$ cat config.mk
export PLATFORM = sky130hd
export DESIGN_NAME = scan_pattern_syntax_checker_unit_flat
export DESIGN_NICKNAME = d
export VERILOG_FILES = /design/src/hw/rtl/spsc_pkg.sv /design/src/hw/rtl/spsc_req_if.sv /design/src/hw/rtl/spsc_rsp_if.sv /design/src/hw/rtl/spsc_char_step.sv /design/src/hw/rtl/scan_pattern_syntax_checker_unit.sv /design/src/flat_wrapper.sv
export SDC_FILE = /design/constraint.sdc
export NUM_CORES = 1
export LEC_CHECK = 0
export BUFFER_PORTS_ARGS = -buffer_cell sky130_fd_sc_hd__buf_2
export CORE_MARGIN = 2
export CORE_UTILIZATION = 54
export CTS_CLUSTER_DIAMETER = 120
export DETAILED_ROUTE_END_ITERATION = 8
export GPL_ROUTABILITY_DRIVEN = 0
export PLACE_DENSITY = 0.76
export SYNTH_ARGS = -nofsm -noshare
export SYNTH_HDL_FRONTEND = slang
export SYNTH_SLANG_ARGS = --single-unit
$ cat constraint.sdc
create_clock -name clock -period 3.7 [get_ports clock]
set_input_delay 0.37 -clock clock [delete_from_list [all_inputs] [get_ports clock]]
set_output_delay 0.37 -clock clock [all_outputs]
set_load 0.01 [all_outputs]
$ cat src/hw/rtl/spsc_pkg.sv
// ============================================================================
// Scan pattern syntax checker package
// Shared types, codes and default sizes for the pattern syntax checker.
// ============================================================================
package spsc_pkg;

   // Defaults for the top-level parameters.
   localparam int DEPTH_LIMIT_DEFAULT     = 8;
   localparam int STORE_LIMIT_DEFAULT     = 8;
   localparam int MAX_PATTERN_LEN_DEFAULT = 4096;

   localparam int CH_W     = 8;
   localparam int STATUS_W = 3;
   localparam int POS_W    = 12;
   localparam int COUNT_W  = 4;

   // Parser mode between characters.
   typedef enum logic [2:0] {
      MODE_TOP        = 3'd0,
      MODE_AFTER_PLUS = 3'd1,
      MODE_NEED_SIZE  = 3'd2,
      MODE_NEED_HEX2  = 3'd3,
      MODE_IN_QUOTE   = 3'd4
   } mode_type;

   // Verdict codes.
   typedef enum logic [STATUS_W-1:0] {
      ST_OK             = 3'd0,
      ST_UNEXPECTED_END = 3'd1,
      ST_BAD_RECURSION  = 3'd2,
      ST_BAD_SIZE       = 3'd3,
      ST_UNPAIRED_HEX   = 3'd4,
      ST_UNKNOWN_CHAR   = 3'd5,
      ST_STACK          = 3'd6,
      ST_STORE_OVERFLOW = 3'd7
   } status_type;

   typedef struct packed {
      mode_type             mode;
      logic                 quote_is_double;
      logic [COUNT_W-1:0]   nest_depth;
      logic [COUNT_W-1:0]   store_count;
      logic [POS_W-1:0]     char_index;
      logic [POS_W-1:0]     plus_index;
      logic                 failed;
   } parse_state_type;

   typedef struct packed {
      status_type           status;
      logic [POS_W-1:0]     error_pos;
   } verdict_type;

   localparam parse_state_type PARSE_STATE_RESET = '{
      mode:            MODE_TOP,
      quote_is_double: 1'b0,
      nest_depth:      '0,
      store_count:     '0,
      char_index:      '0,
      plus_index:      '0,
      failed:          1'b0
   };

endpackage

$ cat src/hw/rtl/spsc_req_if.sv
// ============================================================================
// Pattern character channel
// Valid/ready channel that carries one pattern character per transaction.
// ============================================================================
interface spsc_req_if;
   import spsc_pkg::*;

   logic            valid;
   logic            ready;
   logic [CH_W-1:0] ch;

   modport source (output valid, output ch, input ready);
   modport sink   (input valid, input ch, output ready);
endinterface

$ cat src/hw/rtl/spsc_rsp_if.sv
// ============================================================================
// Verdict channel
// Valid/ready channel that carries one syntax verdict per transaction.
// ============================================================================
interface spsc_rsp_if;
   import spsc_pkg::*;

   logic                valid;
   logic                ready;
   logic [STATUS_W-1:0] status;
   logic [POS_W-1:0]    error_pos;

   modport source (output valid, output status, output error_pos, input ready);
   modport sink   (input valid, input status, input error_pos, output ready);
endinterface

$ cat src/hw/rtl/spsc_char_step.sv
// ============================================================================
// Pattern character step
// Combinational parser update for one character: next state and verdict.
// ============================================================================
module spsc_char_step #(
   parameter int DEPTH_LIMIT     = spsc_pkg::DEPTH_LIMIT_DEFAULT,
   parameter int STORE_LIMIT     = spsc_pkg::STORE_LIMIT_DEFAULT,
   parameter int MAX_PATTERN_LEN = spsc_pkg::MAX_PATTERN_LEN_DEFAULT
) (
   input  logic [spsc_pkg::CH_W-1:0] ch,
   input  spsc_pkg::parse_state_type cur_state,
   output spsc_pkg::parse_state_type nxt_state,
   output logic                      verdict_valid,
   output spsc_pkg::verdict_type     verdict
);
   import spsc_pkg::*;

   localparam int POS_MAX_INT = (MAX_PATTERN_LEN - 1 < 4095) ? MAX_PATTERN_LEN - 1 : 4095;
   localparam logic [POS_W-1:0]   POS_MAX   = POS_W'(POS_MAX_INT);
   localparam logic [COUNT_W-1:0] DEPTH_MAX = COUNT_W'(DEPTH_LIMIT);
   localparam logic [COUNT_W-1:0] STORE_MAX = COUNT_W'(STORE_LIMIT);

   localparam logic [CH_W-1:0] CH_NUL    = 8'h00;
   localparam logic [CH_W-1:0] CH_SPACE  = 8'h20;
   localparam logic [CH_W-1:0] CH_DQUOTE = 8'h22;
   localparam logic [CH_W-1:0] CH_SQUOTE = 8'h27;
   localparam logic [CH_W-1:0] CH_STAR   = 8'h2A;
   localparam logic [CH_W-1:0] CH_PLUS   = 8'h2B;
   localparam logic [CH_W-1:0] CH_MINUS  = 8'h2D;
   localparam logic [CH_W-1:0] CH_ONE    = 8'h31;
   localparam logic [CH_W-1:0] CH_TWO    = 8'h32;
   localparam logic [CH_W-1:0] CH_FOUR   = 8'h34;
   localparam logic [CH_W-1:0] CH_QMARK  = 8'h3F;
   localparam logic [CH_W-1:0] CH_UP_J   = 8'h4A;
   localparam logic [CH_W-1:0] CH_UP_R   = 8'h52;
   localparam logic [CH_W-1:0] CH_LO_J   = 8'h6A;
   localparam logic [CH_W-1:0] CH_LO_R   = 8'h72;

   function automatic logic is_hex(input logic [CH_W-1:0] c);
      return (c >= 8'h30 && c <= 8'h39) || (c >= 8'h61 && c <= 8'h66) ||
             (c >= 8'h41 && c <= 8'h46);
   endfunction

   logic is_end;
   logic is_j;
   logic is_r;
   logic [CH_W-1:0] close_quote;

   assign is_end      = (ch == CH_NUL);
   assign is_j        = (ch == CH_LO_J) || (ch == CH_UP_J);
   assign is_r        = (ch == CH_LO_R) || (ch == CH_UP_R);
   assign close_quote = cur_state.quote_is_double ? CH_DQUOTE : CH_SQUOTE;

   always_comb begin
      nxt_state         = cur_state;
      verdict_valid     = 1'b0;
      verdict.status    = ST_OK;
      verdict.error_pos = cur_state.char_index;

      if (cur_state.failed) begin
         // Swallow the rest of a failed pattern; the terminator rearms.
         if (is_end) begin
            nxt_state = PARSE_STATE_RESET;
         end
      end else begin
         unique case (cur_state.mode)
            MODE_AFTER_PLUS: begin
               if (is_end) begin
                  verdict_valid     = 1'b1;
                  verdict.status    = ST_UNEXPECTED_END;
                  verdict.error_pos = cur_state.plus_index;
               end else if (is_j) begin
                  nxt_state.mode = MODE_TOP;
               end else if (is_r) begin
                  nxt_state.mode = MODE_NEED_SIZE;
               end else begin
                  verdict_valid     = 1'b1;
                  verdict.status    = ST_BAD_RECURSION;
                  verdict.error_pos = cur_state.plus_index;
               end
            end
            MODE_NEED_SIZE: begin
               if (is_end) begin
                  verdict_valid  = 1'b1;
                  verdict.status = ST_UNEXPECTED_END;
               end else if (ch == CH_ONE || ch == CH_TWO || ch == CH_FOUR) begin
                  nxt_state.mode = MODE_TOP;
               end else begin
                  verdict_valid  = 1'b1;
                  verdict.status = ST_BAD_SIZE;
               end
            end
            MODE_NEED_HEX2: begin
               if (is_end) begin
                  verdict_valid  = 1'b1;
                  verdict.status = ST_UNEXPECTED_END;
               end else if (is_hex(ch)) begin
                  nxt_state.mode = MODE_TOP;
               end else begin
                  verdict_valid  = 1'b1;
                  verdict.status = ST_UNPAIRED_HEX;
               end
            end
            MODE_IN_QUOTE: begin
               if (is_end) begin
                  verdict_valid  = 1'b1;
                  verdict.status = ST_UNEXPECTED_END;
               end else if (ch == close_quote) begin
                  nxt_state.mode = MODE_TOP;
               end
            end
            default: begin
               if (is_end) begin
                  verdict_valid  = 1'b1;
                  verdict.status = (cur_state.nest_depth != '0) ? ST_STACK : ST_OK;
               end else if (ch == CH_PLUS) begin
                  if (cur_state.nest_depth >= DEPTH_MAX) begin
                     verdict_valid  = 1'b1;
                     verdict.status = ST_STACK;
                  end else begin
                     nxt_state.nest_depth = cur_state.nest_depth + COUNT_W'(1);
                     nxt_state.plus_index = cur_state.char_index;
                     nxt_state.mode       = MODE_AFTER_PLUS;
                  end
               end else if (ch == CH_MINUS) begin
                  if (cur_state.nest_depth == '0) begin
                     verdict_valid  = 1'b1;
                     verdict.status = ST_STACK;
                  end else begin
                     nxt_state.nest_depth = cur_state.nest_depth - COUNT_W'(1);
                  end
               end else if (is_r) begin
                  nxt_state.mode = MODE_NEED_SIZE;
               end else if (is_hex(ch)) begin
                  nxt_state.mode = MODE_NEED_HEX2;
               end else if (ch == CH_SQUOTE || ch == CH_DQUOTE) begin
                  nxt_state.quote_is_double = (ch == CH_DQUOTE);
                  nxt_state.mode            = MODE_IN_QUOTE;
               end else if (ch == CH_STAR) begin
                  if (cur_state.store_count >= STORE_MAX) begin
                     verdict_valid  = 1'b1;
                     verdict.status = ST_STORE_OVERFLOW;
                  end else begin
                     nxt_state.store_count = cur_state.store_count + COUNT_W'(1);
                  end
               end else if (ch == CH_SPACE || ch == CH_QMARK || is_j) begin
                  nxt_state.mode = MODE_TOP;
               end else begin
                  verdict_valid  = 1'b1;
                  verdict.status = ST_UNKNOWN_CHAR;
               end
            end
         endcase

         if (cur_state.char_index < POS_MAX) begin
            nxt_state.char_index = cur_state.char_index + POS_W'(1);
         end

         if (is_end) begin
            nxt_state = PARSE_STATE_RESET;
         end else if (verdict_valid) begin
            nxt_state.failed = 1'b1;
         end
      end
   end

endmodule

$ cat src/hw/rtl/scan_pattern_syntax_checker_unit.sv
// ============================================================================
// Scan pattern syntax checker
// Checks a byte-signature pattern streamed one character per transaction.
// ============================================================================
// Path: a character waits in the input register; its verdict, in the verdict register.
// Throughput: one character per cycle while the output register is free;
// the parser update is a single pass of short logic between the input
// register and the state/verdict registers.
// Reset: synchronous, active high; clears the parser state and both stages.
// ============================================================================
module scan_pattern_syntax_checker_unit #(
   parameter int DEPTH_LIMIT     = spsc_pkg::DEPTH_LIMIT_DEFAULT,
   parameter int STORE_LIMIT     = spsc_pkg::STORE_LIMIT_DEFAULT,
   parameter int MAX_PATTERN_LEN = spsc_pkg::MAX_PATTERN_LEN_DEFAULT
) (
   input  logic       clock,
   input  logic       reset,
   spsc_req_if.sink   req_if,
   spsc_rsp_if.source rsp_if
);
   import spsc_pkg::*;

   // Input stage: one character waiting to be parsed.
   logic             in_valid_ff;
   logic             in_valid_in;
   logic [CH_W-1:0]  in_ch_ff;

   // Parser state carried from character to character.
   parse_state_type  state_ff;
   parse_state_type  state_in;

   // Output stage: one verdict waiting to be taken.
   logic             out_valid_ff;
   logic             out_valid_in;
   verdict_type      out_verdict_ff;

   logic             step_verdict_valid;
   verdict_type      step_verdict;
   logic             out_free;
   logic             step_fire;
   logic             req_fire;

   // The output register is free when it is empty or is being drained this
   // cycle. A character in the input stage is parsed only when a verdict it
   // might produce has a place to go, so stalls never lose a verdict.
   assign out_free  = !out_valid_ff || rsp_if.ready;
   assign step_fire = in_valid_ff && out_free;
   assign req_fire  = req_if.valid && req_if.ready;

   // The input stage takes a new transaction whenever it is empty or its
   // current character is parsed in this same cycle.
   assign req_if.ready = !in_valid_ff || out_free;

   spsc_char_step #(
      .DEPTH_LIMIT     (DEPTH_LIMIT),
      .STORE_LIMIT     (STORE_LIMIT),
      .MAX_PATTERN_LEN (MAX_PATTERN_LEN)
   ) u_step (
      .ch            (in_ch_ff),
      .cur_state     (state_ff),
      .nxt_state     (state_in),
      .verdict_valid (step_verdict_valid),
      .verdict       (step_verdict)
   );

   always_comb begin
      in_valid_in = in_valid_ff;
      if (req_fire) begin
         in_valid_in = 1'b1;
      end else if (step_fire) begin
         in_valid_in = 1'b0;
      end

      out_valid_in = out_valid_ff;
      if (step_fire) begin
         out_valid_in = step_verdict_valid;
      end else if (rsp_if.ready) begin
         out_valid_in = 1'b0;
      end
   end

   always_ff @(posedge clock) begin
      if (reset) begin
         in_valid_ff  <= 1'b0;
         out_valid_ff <= 1'b0;
         state_ff     <= PARSE_STATE_RESET;
      end else begin
         in_valid_ff  <= in_valid_in;
         out_valid_ff <= out_valid_in;
         if (step_fire) begin
            state_ff <= state_in;
         end
      end
   end

   // Payload registers need no reset.
   always_ff @(posedge clock) begin
      if (req_fire) begin
         in_ch_ff <= req_if.ch;
      end
      if (step_fire && step_verdict_valid) begin
         out_verdict_ff <= step_verdict;
      end
   end

   assign rsp_if.valid     = out_valid_ff;
   assign rsp_if.status    = out_verdict_ff.status;
   assign rsp_if.error_pos = out_verdict_ff.error_pos;

endmodule
$ cat src/flat_wrapper.sv
// flat-port wrapper written by rule: the top's interface ports become plain ports
module scan_pattern_syntax_checker_unit_flat import spsc_pkg::*;
#(
   parameter int DEPTH_LIMIT     = spsc_pkg::DEPTH_LIMIT_DEFAULT,
   parameter int STORE_LIMIT     = spsc_pkg::STORE_LIMIT_DEFAULT,
   parameter int MAX_PATTERN_LEN = spsc_pkg::MAX_PATTERN_LEN_DEFAULT
)
  (clock, reset, req_if_valid, req_if_ch, req_if_ready, rsp_if_valid, rsp_if_status, rsp_if_error_pos, rsp_if_ready);
  spsc_req_if req_if_i ();
  spsc_rsp_if rsp_if_i ();
  input  logic clock;
  input  logic reset;
  input wire logic [$bits(req_if_i.valid)-1:0] req_if_valid;
  input wire logic [$bits(req_if_i.ch)-1:0] req_if_ch;
  output wire logic [$bits(req_if_i.ready)-1:0] req_if_ready;
  output wire logic [$bits(rsp_if_i.valid)-1:0] rsp_if_valid;
  output wire logic [$bits(rsp_if_i.status)-1:0] rsp_if_status;
  output wire logic [$bits(rsp_if_i.error_pos)-1:0] rsp_if_error_pos;
  input wire logic [$bits(rsp_if_i.ready)-1:0] rsp_if_ready;
  assign req_if_i.valid = req_if_valid;
  assign req_if_i.ch = req_if_ch;
  assign req_if_ready = req_if_i.ready;
  assign rsp_if_valid = rsp_if_i.valid;
  assign rsp_if_status = rsp_if_i.status;
  assign rsp_if_error_pos = rsp_if_i.error_pos;
  assign rsp_if_i.ready = rsp_if_ready;
  scan_pattern_syntax_checker_unit #(.DEPTH_LIMIT(DEPTH_LIMIT), .STORE_LIMIT(STORE_LIMIT), .MAX_PATTERN_LEN(MAX_PATTERN_LEN)) u_core (.clock(clock), .reset(reset), .req_if(req_if_i), .rsp_if(rsp_if_i));
endmodule
# After elaboration in Yosys (flattened, before gate mapping)
# Cells that the tools add are included.
dict set report op_classes {
  n_addsub 4
  mul 0
  div_mod_pow 0
  order_cmp 9
  n_eq_ne 37
  n_shift 0
  muxes 89
  n_bitwise 0
  reduce_logical 37
}
# operator n
set op_table {}
lappend op_table {{$mux W3} 27}
lappend op_table {{$eq A8 B6 Y1 const B} 10}
lappend op_table {{$mux W37} 2}
lappend op_table {{$mux W12} 6}
lappend op_table {{$mux W4} 12}
lappend op_table {{$mux W14} 3}
lappend op_table {{$mux W36} 1}
lappend op_table {{$eq A8 B7 Y1 const B} 4}
lappend op_table {{$mux W1} 32}
lappend op_table {{$pmux W3 S4} 2}
lappend op_table {{$reduce_and A10 Y1} 2}
lappend op_table {{$ge A8 B7 Y1 const B} 2}
lappend op_table {{$le A8 B7 Y1 const B} 2}
lappend op_table {{$ne A2 B2 Y1 const B} 8}
lappend op_table {{$ne A3 B3 Y1 const B} 5}
lappend op_table {{$ne A7 B3 Y1 const B} 2}
lappend op_table {{$add A12 B1 Y12 const B} 1}
lappend op_table {{$lt A12 B12 Y1 const B} 1}
lappend op_table {{$reduce_bool A2 Y1} 6}
lappend op_table {{$logic_or A1 B1 Y1} 11}
lappend op_table {{$ne A10 B7 Y1 const B} 1}
lappend op_table {{$reduce_bool A10 Y1} 1}
lappend op_table {{$mux W9} 1}
lappend op_table {{$add A4 B1 Y4 const B} 2}
lappend op_table {{23 further kinds} 32}
dict set report word_totals {
  reg_bits 62
  latch_bits 0
  mem_bits_rw 0
  romBits 0
  inputBits 12
  out_inout_bits 17
  wordCells 188
  n_memories 0
}

# Depth between registers and ports, before layout
dict set report depth {
  word_depth 16
  depth_mapped 10
  depth_no_buf 9
}

# Cells and area by module
# From an unflattened synthesis, not the netlist that was laid out.
dict set report hier_totals {
  cells_unflattened 469
  area_unflattened_um2 4181.5
}
# mod instances cells_per_inst area_per_inst_um2 seq_area_each_um2
set by_module_without_submodules {}
lappend by_module_without_submodules {scan_pattern_syntax_checker_unit 1 195 2464.9 1471.4}
lappend by_module_without_submodules {spsc_char_step 1 274 1716.6 0.0}

# Least setup slack after synthesis
# No wires, ideal clock.
dict set report synth_path {
  path_type {register to register}
  startpoint {register u_core.in_ch_ff[6]}
  endpoint {register u_core.out_verdict_ff (netlist bit u_core.rsp_if.error_pos[0]) (enable)}
  setup_ns 0.426
  arrival_ns 2.984
  required_ns 3.274
  setup_slack_ns 0.290
  stages_incl_launch_ff 7
  period_less_slack_ns 3.410
  path_cell_list {edfxtp_1 and2b_2 a41o_1 a21boi_1 nor3_2 a211oi_1 nor4_1}
}
dict set report synth_via {
  elab_chain_cells 15
  word_cells_on_any_way 53
}
# element line
set synth_lines {}
lappend synth_lines {{start: declaration} scan_pattern_syntax_checker_unit.sv:26} ;# logic [CH_W-1:0] in_ch_ff;
lappend synth_lines {{start signal: assignment} scan_pattern_syntax_checker_unit.sv:99} ;# in_ch_ff <= req_if.ch;
lappend synth_lines {{$eq A8 B6 Y1 / $eq A8 B7 Y1 (equally long branches)} {spsc_char_step.sv:146, spsc_char_step.sv:50}}
lappend synth_lines {{$logic_or A1 B1 Y1 (on tied branches)} {spsc_char_step.sv:146, spsc_char_step.sv:50}}
lappend synth_lines {{$logic_or A1 B1 Y1} spsc_char_step.sv:146} ;# end else if (ch == CH_SPACE || ch == CH_QMARK || is_j) begin
lappend synth_lines {{$mux W1} spsc_char_step.sv:146}
lappend synth_lines {{$mux W1} spsc_char_step.sv:139} ;# end else if (ch == CH_STAR) begin
lappend synth_lines {{$mux W1} spsc_char_step.sv:136} ;# end else if (ch == CH_SQUOTE || ch == CH_DQUOTE) begin
lappend synth_lines {{$mux W1} spsc_char_step.sv:134} ;# end else if (is_hex(ch)) begin
lappend synth_lines {{$mux W1} spsc_char_step.sv:132} ;# end else if (is_r) begin
lappend synth_lines {{$mux W1} spsc_char_step.sv:125} ;# end else if (ch == CH_MINUS) begin
lappend synth_lines {{$mux W1} spsc_char_step.sv:116} ;# end else if (ch == CH_PLUS) begin
lappend synth_lines {{$mux W1} spsc_char_step.sv:113} ;# if (is_end) begin
lappend synth_lines {{$pmux W1 S4 *} spsc_char_step.sv:66} ;# unique case (cur_state.mode)
lappend synth_lines {{$mux W1 * (2 in series)} spsc_char_step.sv:60} ;# if (cur_state.failed) begin
lappend synth_lines {{$logic_and A1 B1 Y1 *} scan_pattern_syntax_checker_unit.sv:101} ;# if (step_fire && step_verdict_valid) begin
lappend synth_lines {{end signal: assignment} scan_pattern_syntax_checker_unit.sv:102} ;# out_verdict_ff <= step_verdict;
lappend synth_lines {{end: declaration} scan_pattern_syntax_checker_unit.sv:35} ;# verdict_type out_verdict_ff;
# Mark *: on every way between the ends. The rest lies on a longest branch, timed or not. The select of a mux whose other input is x is not followed.
# A chain may end at the register's enable or synchronous reset.

# Worst setup path in the final report
dict set report layout_path {
  startpoint {register u_core.in_ch_ff[7]}
  endpoint {register u_core.out_verdict_ff (netlist bit u_core.rsp_if.error_pos[10]) (enable)}
}
# Same word-level chain as after synthesis.

==> report_table.html <==
<table>
<tr><th>Metric</th><th>Value</th></tr>
<tr><th colspan="2">Finish</th></tr>
<tr><td>Signed area change from the synthesized netlist to the final layout</td><td>9.54%</td></tr>
<tr><td>Finished Cell Area</td><td>3720 sq um</td></tr>
<tr><td>Final layout net count</td><td>384</td></tr>
<tr><td>Area used by multi-input combinational logic</td><td>1760 sq um</td></tr>
<tr><td>Number of antenna repair diodes</td><td>0</td></tr>
<tr><td>Layout cell share with drive strength beyond 1</td><td>23.5%</td></tr>
<tr><td>Filler cell count in the final layout</td><td>501</td></tr>
<tr><td>Area taken by flip-flops and latches</td><td>1470 sq um</td></tr>
<tr><th colspan="2">Route</th></tr>
<tr><td>Routed wl met2</td><td>3210 microns</td></tr>
<tr><td>Metal1 wirelength</td><td>3630 microns</td></tr>
<tr><td>Max layer used</td><td>met4</td></tr>
<tr><td>Detail Route Antenna Nets</td><td>0</td></tr>
<tr><td>Routed via count</td><td>2707</td></tr>
<tr><td>Violation count after the first detailed-routing iteration</td><td>236</td></tr>
<tr><td>Initial DRT Pass Iterations</td><td>5</td></tr>
<tr><td>Avg Vias per Cell</td><td>6.07</td></tr>
<tr><td>Average wire per cell in the routed design</td><td>16.5 microns</td></tr>
<tr><td>Residual DRC count</td><td>0</td></tr>
<tr><td>Met3 wire length</td><td>418 microns</td></tr>
<tr><td>Post-detailed-routing wire length</td><td>7380 microns</td></tr>
<tr><th colspan="2">Pwr</th></tr>
<tr><td>Lkg Pwr</td><td>1.40 nW</td></tr>
<tr><td>Sw frac</td><td>25.9%</td></tr>
<tr><td>IR Drop Worst-Case VDD</td><td>232 uV</td></tr>
<tr><td>Net switching power</td><td>0.380 mW</td></tr>
<tr><td>Areal power density over the cells</td><td>394 nW/um^2</td></tr>
<tr><td>Sequential group share of total power</td><td>51.2%</td></tr>
<tr><td>Internal power summed over all cells</td><td>1.09 mW</td></tr>
<tr><td>Fraction of power consumed by combinational cells</td><td>8.2%</td></tr>
<tr><td>Part of the total power dissipated in the clock network</td><td>40.5%</td></tr>
<tr><th colspan="2">Clock tree</th></tr>
<tr><td>Clk Latency, worst-skew pair</td><td>350 ps</td></tr>
<tr><td>Post-CTS Repair Setup Buffers</td><td>0</td></tr>
<tr><td>CTS Hold Bufs</td><td>0</td></tr>
<tr><td>Clock tree from TritonCTS</td><td>done</td></tr>
<tr><td>CTS sink count</td><td>62</td></tr>
<tr><td>Clock transition at the registers of the reported paths</td><td>70 ps</td></tr>
<tr><td>Buffers from clock root to sink, at most</td><td>2</td></tr>
<tr><td>CTS Root Cell</td><td>sky130_fd_sc_hd__clkbuf_8</td></tr>
<tr><td>Maximum level of the CTS H-tree</td><td>3</td></tr>
<tr><td>TritonCTS buffer count</td><td>9</td></tr>
<tr><td>Number of gates given a new drive strength after cts</td><td>0</td></tr>
<tr><th colspan="2">Setup path</th></tr>
<tr><td>Count of cells along the worst register-to-register path</td><td>7</td></tr>
<tr><td>CP max FO</td><td>15</td></tr>
<tr><td>Worst setup slack for register-to-register paths</td><td>910 ps</td></tr>
<tr><td>Crit Path Class</td><td>flip-flop to flip-flop</td></tr>
<tr><td>Endpoint of the worst-slack reg-to-reg timing path</td><td>u_core.rsp_if.error_pos[10]</td></tr>
<tr><td>Required time worst endpoint</td><td>3790 ps</td></tr>
<tr><td>Type of destination of the critical path</td><td>flip-flop</td></tr>
<tr><td>Worst reg2reg startpoint</td><td>u_core.in_ch_ff[7]</td></tr>
<tr><td>Sort of element at the start of the critical path</td><td>flip-flop</td></tr>
<tr><td>Worst path arrival time</td><td>2880 ps</td></tr>
<tr><th colspan="2">Global routing</th></tr>
<tr><td>Overall routing resource usage</td><td>22.0%</td></tr>
<tr><td>Pin count of the biggest net entering global routing</td><td>30</td></tr>
<tr><td>Global-route wire length before repair</td><td>12300 microns</td></tr>
<tr><td>Initial antenna violation count</td><td>0</td></tr>
<tr><td>Number of global-route vias before repair</td><td>2483</td></tr>
<tr><td>Congestion Overflow GR</td><td>0</td></tr>
<tr><th colspan="2">Synthesis</th></tr>
<tr><td>Number of nets in the synthesized netlist</td><td>359</td></tr>
<tr><td>Count of mapped cells out of synthesis</td><td>341</td></tr>
<tr><td>Area share of the largest cell type after synthesis</td><td>23.0%</td></tr>
<tr><td>Synthesized-area fraction occupied by adder cells</td><td>2.43%</td></tr>
<tr><td>Area contributors post-synth</td><td>sky130_fd_sc_hd__dfxtp_1 23%, sky130_fd_sc_hd__edfxtp_1 20%, sky130_fd_sc_hd__mux2_2 4.3%</td></tr>
<tr><td>Netlist cell types</td><td>73</td></tr>
<tr><td>Per-instance average area after synthesis</td><td>9.96 sq um</td></tr>
<tr><td>Total number of yosys warnings</td><td>0</td></tr>
<tr><td>Xor and xnor fraction of the mapped netlist area</td><td>4.60%</td></tr>
<tr><td>Most used DFF post-synth</td><td>sky130_fd_sc_hd__dfxtp_1</td></tr>
<tr><td>Post-Synth Simple-Gate Area</td><td>23.1%</td></tr>
<tr><td>Total of flip-flops plus latches after synthesis</td><td>62</td></tr>
<tr><td>Number of enable-type register cells in the synthesized netlist</td><td>23</td></tr>
<tr><td>Post-Syn Area</td><td>3400 sq um</td></tr>
<tr><td>Fraction of the mapped netlist area in compound gates</td><td>16.7%</td></tr>
<tr><td>Cell taking the most area after synthesis</td><td>sky130_fd_sc_hd__dfxtp_1</td></tr>
<tr><td>Sequential element share of the synthesized area</td><td>43.3%</td></tr>
<tr><td>Share of flip-flops with an asynchronous set or reset</td><td>0%</td></tr>
<tr><td>Dominant combinational cell family by area after synthesis</td><td>simple AND/OR/NAND/NOR gates</td></tr>
<tr><td>Share of synthesized area spent on multiplexers</td><td>4.90%</td></tr>
<tr><th colspan="2">Floorplanning</th></tr>
<tr><td>Total core area</td><td>5990 sq um</td></tr>
<tr><td>Std cell rows</td><td>28</td></tr>
<tr><td>Height of the die</td><td>83.3 microns</td></tr>
<tr><td>Die boundary width</td><td>83.3 microns</td></tr>
<tr><td>I/O Pins</td><td>29</td></tr>
<tr><td>Die outline area</td><td>6940 sq um</td></tr>
<tr><td>Starting Density</td><td>56.7%</td></tr>
<tr><th colspan="2">Worst hold path</th></tr>
<tr><td>HP Class</td><td>primary input to flip-flop</td></tr>
<tr><td>WHS Path Cells</td><td>1</td></tr>
<tr><td>Worst Hold Launch</td><td>req_if_ch[5]</td></tr>
<tr><td>Worst Hold Path EP</td><td>u_core.in_ch_ff[5]</td></tr>
<tr><th colspan="2">Placed design</th></tr>
<tr><td>Detailed Place HPWL</td><td>5060 microns</td></tr>
<tr><td>Number of I/O port buffers</td><td>28</td></tr>
<tr><td>Placement Cell Area</td><td>3520 sq um</td></tr>
<tr><th colspan="2">Timing</th></tr>
<tr><td>Transition time of the tightest slew-check pin</td><td>643 ps</td></tr>
<tr><td>Final count of hold timing violations</td><td>0</td></tr>
<tr><td>Min Clock Period, post-route</td><td>2790 ps</td></tr>
<tr><td>Max Clock Freq</td><td>359 MHz</td></tr>
<tr><td>Post-route worst hold slack</td><td>196 ps</td></tr>
<tr><td>Max-Slew Margin vs Limit</td><td>56.9%</td></tr>
<tr><td>Worst-case clock skew</td><td>11.2 ps</td></tr>
<tr><td>Final slew viol count</td><td>0</td></tr>
<tr><td>Setup TNS</td><td>0 ps</td></tr>
<tr><td>Final clock period utilization by the worst path</td><td>75.4%</td></tr>
<tr><td>Final setup violating endpoints</td><td>0</td></tr>
<tr><td>Setup repair after global routing missed its margin</td><td>false</td></tr>
<tr><th colspan="2">Status</th></tr>
<tr><td>Result of the run</td><td>completed</td></tr>
<tr><th colspan="2">Flow run</th></tr>
<tr><td>Count of max-cap constraint violations</td><td>0</td></tr>
</table>
==> logic make-up (layout without fill, tap and decap cells) <==
| logic type | count (synthesis) | after routing |
|---|---|---|
| flops | 62 | 62 |
| fa+ha+maj | 6 | 6 |
| mux | 15 | 15 |
| buf+inv | 24 | 54 |
| xor+xnor | 17 | 17 |
| compound gates | 77 | 77 |
| simple gates | 140 | 140 |
==> stage by stage <==
stage               total power [mW]  instances  util [%]  setup slack, ps
finish                          1.47        446      62.1              912
global route                    1.52        446      62.1              689
CTS                             1.47        446      62.1              955
detailed placement             0.885        430      58.8              988
global placement               0.882        430      58.8             1120
floorplan                      0.851        341         -              290
==> power groups by stage <==
stage | clock network (mW) | logic [mW] | registers [mW]
floorplan | 0 | 0.0893 | 0.762
global placement | 0 | 0.117 | 0.765
detailed placement | 0 | 0.119 | 0.766
CTS | 0.601 | 0.120 | 0.751
global route | 0.630 | 0.131 | 0.755
finish | 0.594 | 0.121 | 0.751
==> synth_stat cells (3+ instances only) <==
master,number
sky130_fd_sc_hd__nor2b_1,4
sky130_fd_sc_hd__and4_1,3
sky130_fd_sc_hd__edfxtp_1,23
sky130_fd_sc_hd__nand4_1,8
sky130_fd_sc_hd__buf_2,4
sky130_fd_sc_hd__ha_1,5
sky130_fd_sc_hd__a41o_1,3
sky130_fd_sc_hd__nand3_1,21
sky130_fd_sc_hd__mux2_2,13
sky130_fd_sc_hd__nor3_1,5
sky130_fd_sc_hd__nand2_1,27
sky130_fd_sc_hd__a211oi_1,3
sky130_fd_sc_hd__o2111ai_1,3
sky130_fd_sc_hd__o21ai_0,9
sky130_fd_sc_hd__nor2_1,27
sky130_fd_sc_hd__clkbuf_1,6
sky130_fd_sc_hd__nor3b_1,4
sky130_fd_sc_hd__nor4_1,4
sky130_fd_sc_hd__dfxtp_1,39
sky130_fd_sc_hd__buf_6,6
sky130_fd_sc_hd__or4_1,3
sky130_fd_sc_hd__a21oi_1,29
sky130_fd_sc_hd__or3_1,4
sky130_fd_sc_hd__clkbuf_8,3
sky130_fd_sc_hd__xnor2_1,5
sky130_fd_sc_hd__and2_1,6
sky130_fd_sc_hd__xor2_1,11
sky130_fd_sc_hd__inv_1,5
==> worst max-delay path by stage <==
stage / start / to / slack (ps) / depth (start not counted)
finish: u_core.in_ch_ff[7] / u_core.rsp_if.error_pos[10] / 910 / 7
global route: u_core.in_ch_ff[6] / u_core.rsp_if.error_pos[10] / 690 / 7
CTS: u_core.in_ch_ff[6] / u_core.rsp_if.error_pos[6] / 960 / 7
detailed placement: u_core.in_ch_ff[6] / u_core.state_ff[32] / 990 / 9
global placement: u_core.in_ch_ff[7] / u_core.state_ff[32] / 1120 / 9
floorplan: u_core.in_ch_ff[6] / u_core.rsp_if.error_pos[0] / 290 / 6
==> worst max-delay path, stage by stage, from the launching register on <==
cell and delay [ps]:
sky130_fd_sc_hd__edfxtp_1 440, sky130_fd_sc_hd__nor3b_2 590, sky130_fd_sc_hd__o2111ai_1 380, sky130_fd_sc_hd__a22oi_4 270
sky130_fd_sc_hd__nand3_1 100, sky130_fd_sc_hd__a211oi_1 410, sky130_fd_sc_hd__nor4_2 120, sky130_fd_sc_hd__buf_4 220
==> per-layer routing <==
metal / vias up / global-route usage, %
met5: - / 0
met4: 0 / 8.64
met3: 13 / 4.37
met2: 121 / 32.0
met1: 1252 / 32.1
li1: 1321 / -
==> sequential cells by signal, indices dropped and copies added, names as in the netlist <==
| name | cells |
|---|---|
| u_core.state_ff | 37 |
| u_core.rsp_if.error_pos | 12 |
| u_core.in_ch_ff | 8 |
| u_core.rsp_if.status | 3 |
| u_core.in_valid_ff | 1 |
| u_core.rsp_if.valid | 1 |
==> cells in the final DEF (no fill, tap or decap), types with 4 or more instances in the layout <==
cell type and n:
sky130_fd_sc_hd__nor2b_1 4, sky130_fd_sc_hd__nor3b_1 4, sky130_fd_sc_hd__o21ai_0 9, sky130_fd_sc_hd__buf_2 28, sky130_fd_sc_hd__mux2_2 13, sky130_fd_sc_hd__nand3_1 21
sky130_fd_sc_hd__xor2_1 11, sky130_fd_sc_hd__nor2_1 27, sky130_fd_sc_hd__ha_1 5, sky130_fd_sc_hd__or3_1 4, sky130_fd_sc_hd__edfxtp_1 23, sky130_fd_sc_hd__clkbuf_8 9
sky130_fd_sc_hd__and2_1 6, sky130_fd_sc_hd__nand2_1 27, sky130_fd_sc_hd__nor3_1 5, sky130_fd_sc_hd__dfxtp_1 39, sky130_fd_sc_hd__inv_1 5, sky130_fd_sc_hd__xnor2_1 5
sky130_fd_sc_hd__buf_4 5, sky130_fd_sc_hd__a21oi_1 29, sky130_fd_sc_hd__nand4_1 8
==> layout make-up <==
| cell class | instances | share of cell area, % |
|---|---|---|
| clock buffer | 9 | 3.33 |
| clock inverter | 7 | 1.98 |
| inverter | 5 | 0.504 |
| multi-input combinational | 255 | 47.3 |
| sequential | 62 | 39.5 |
| tap | 75 | 2.52 |
| timing repair buffer | 33 | 4.77 |
No activity file was read; power rests on OpenSTA's default activity.
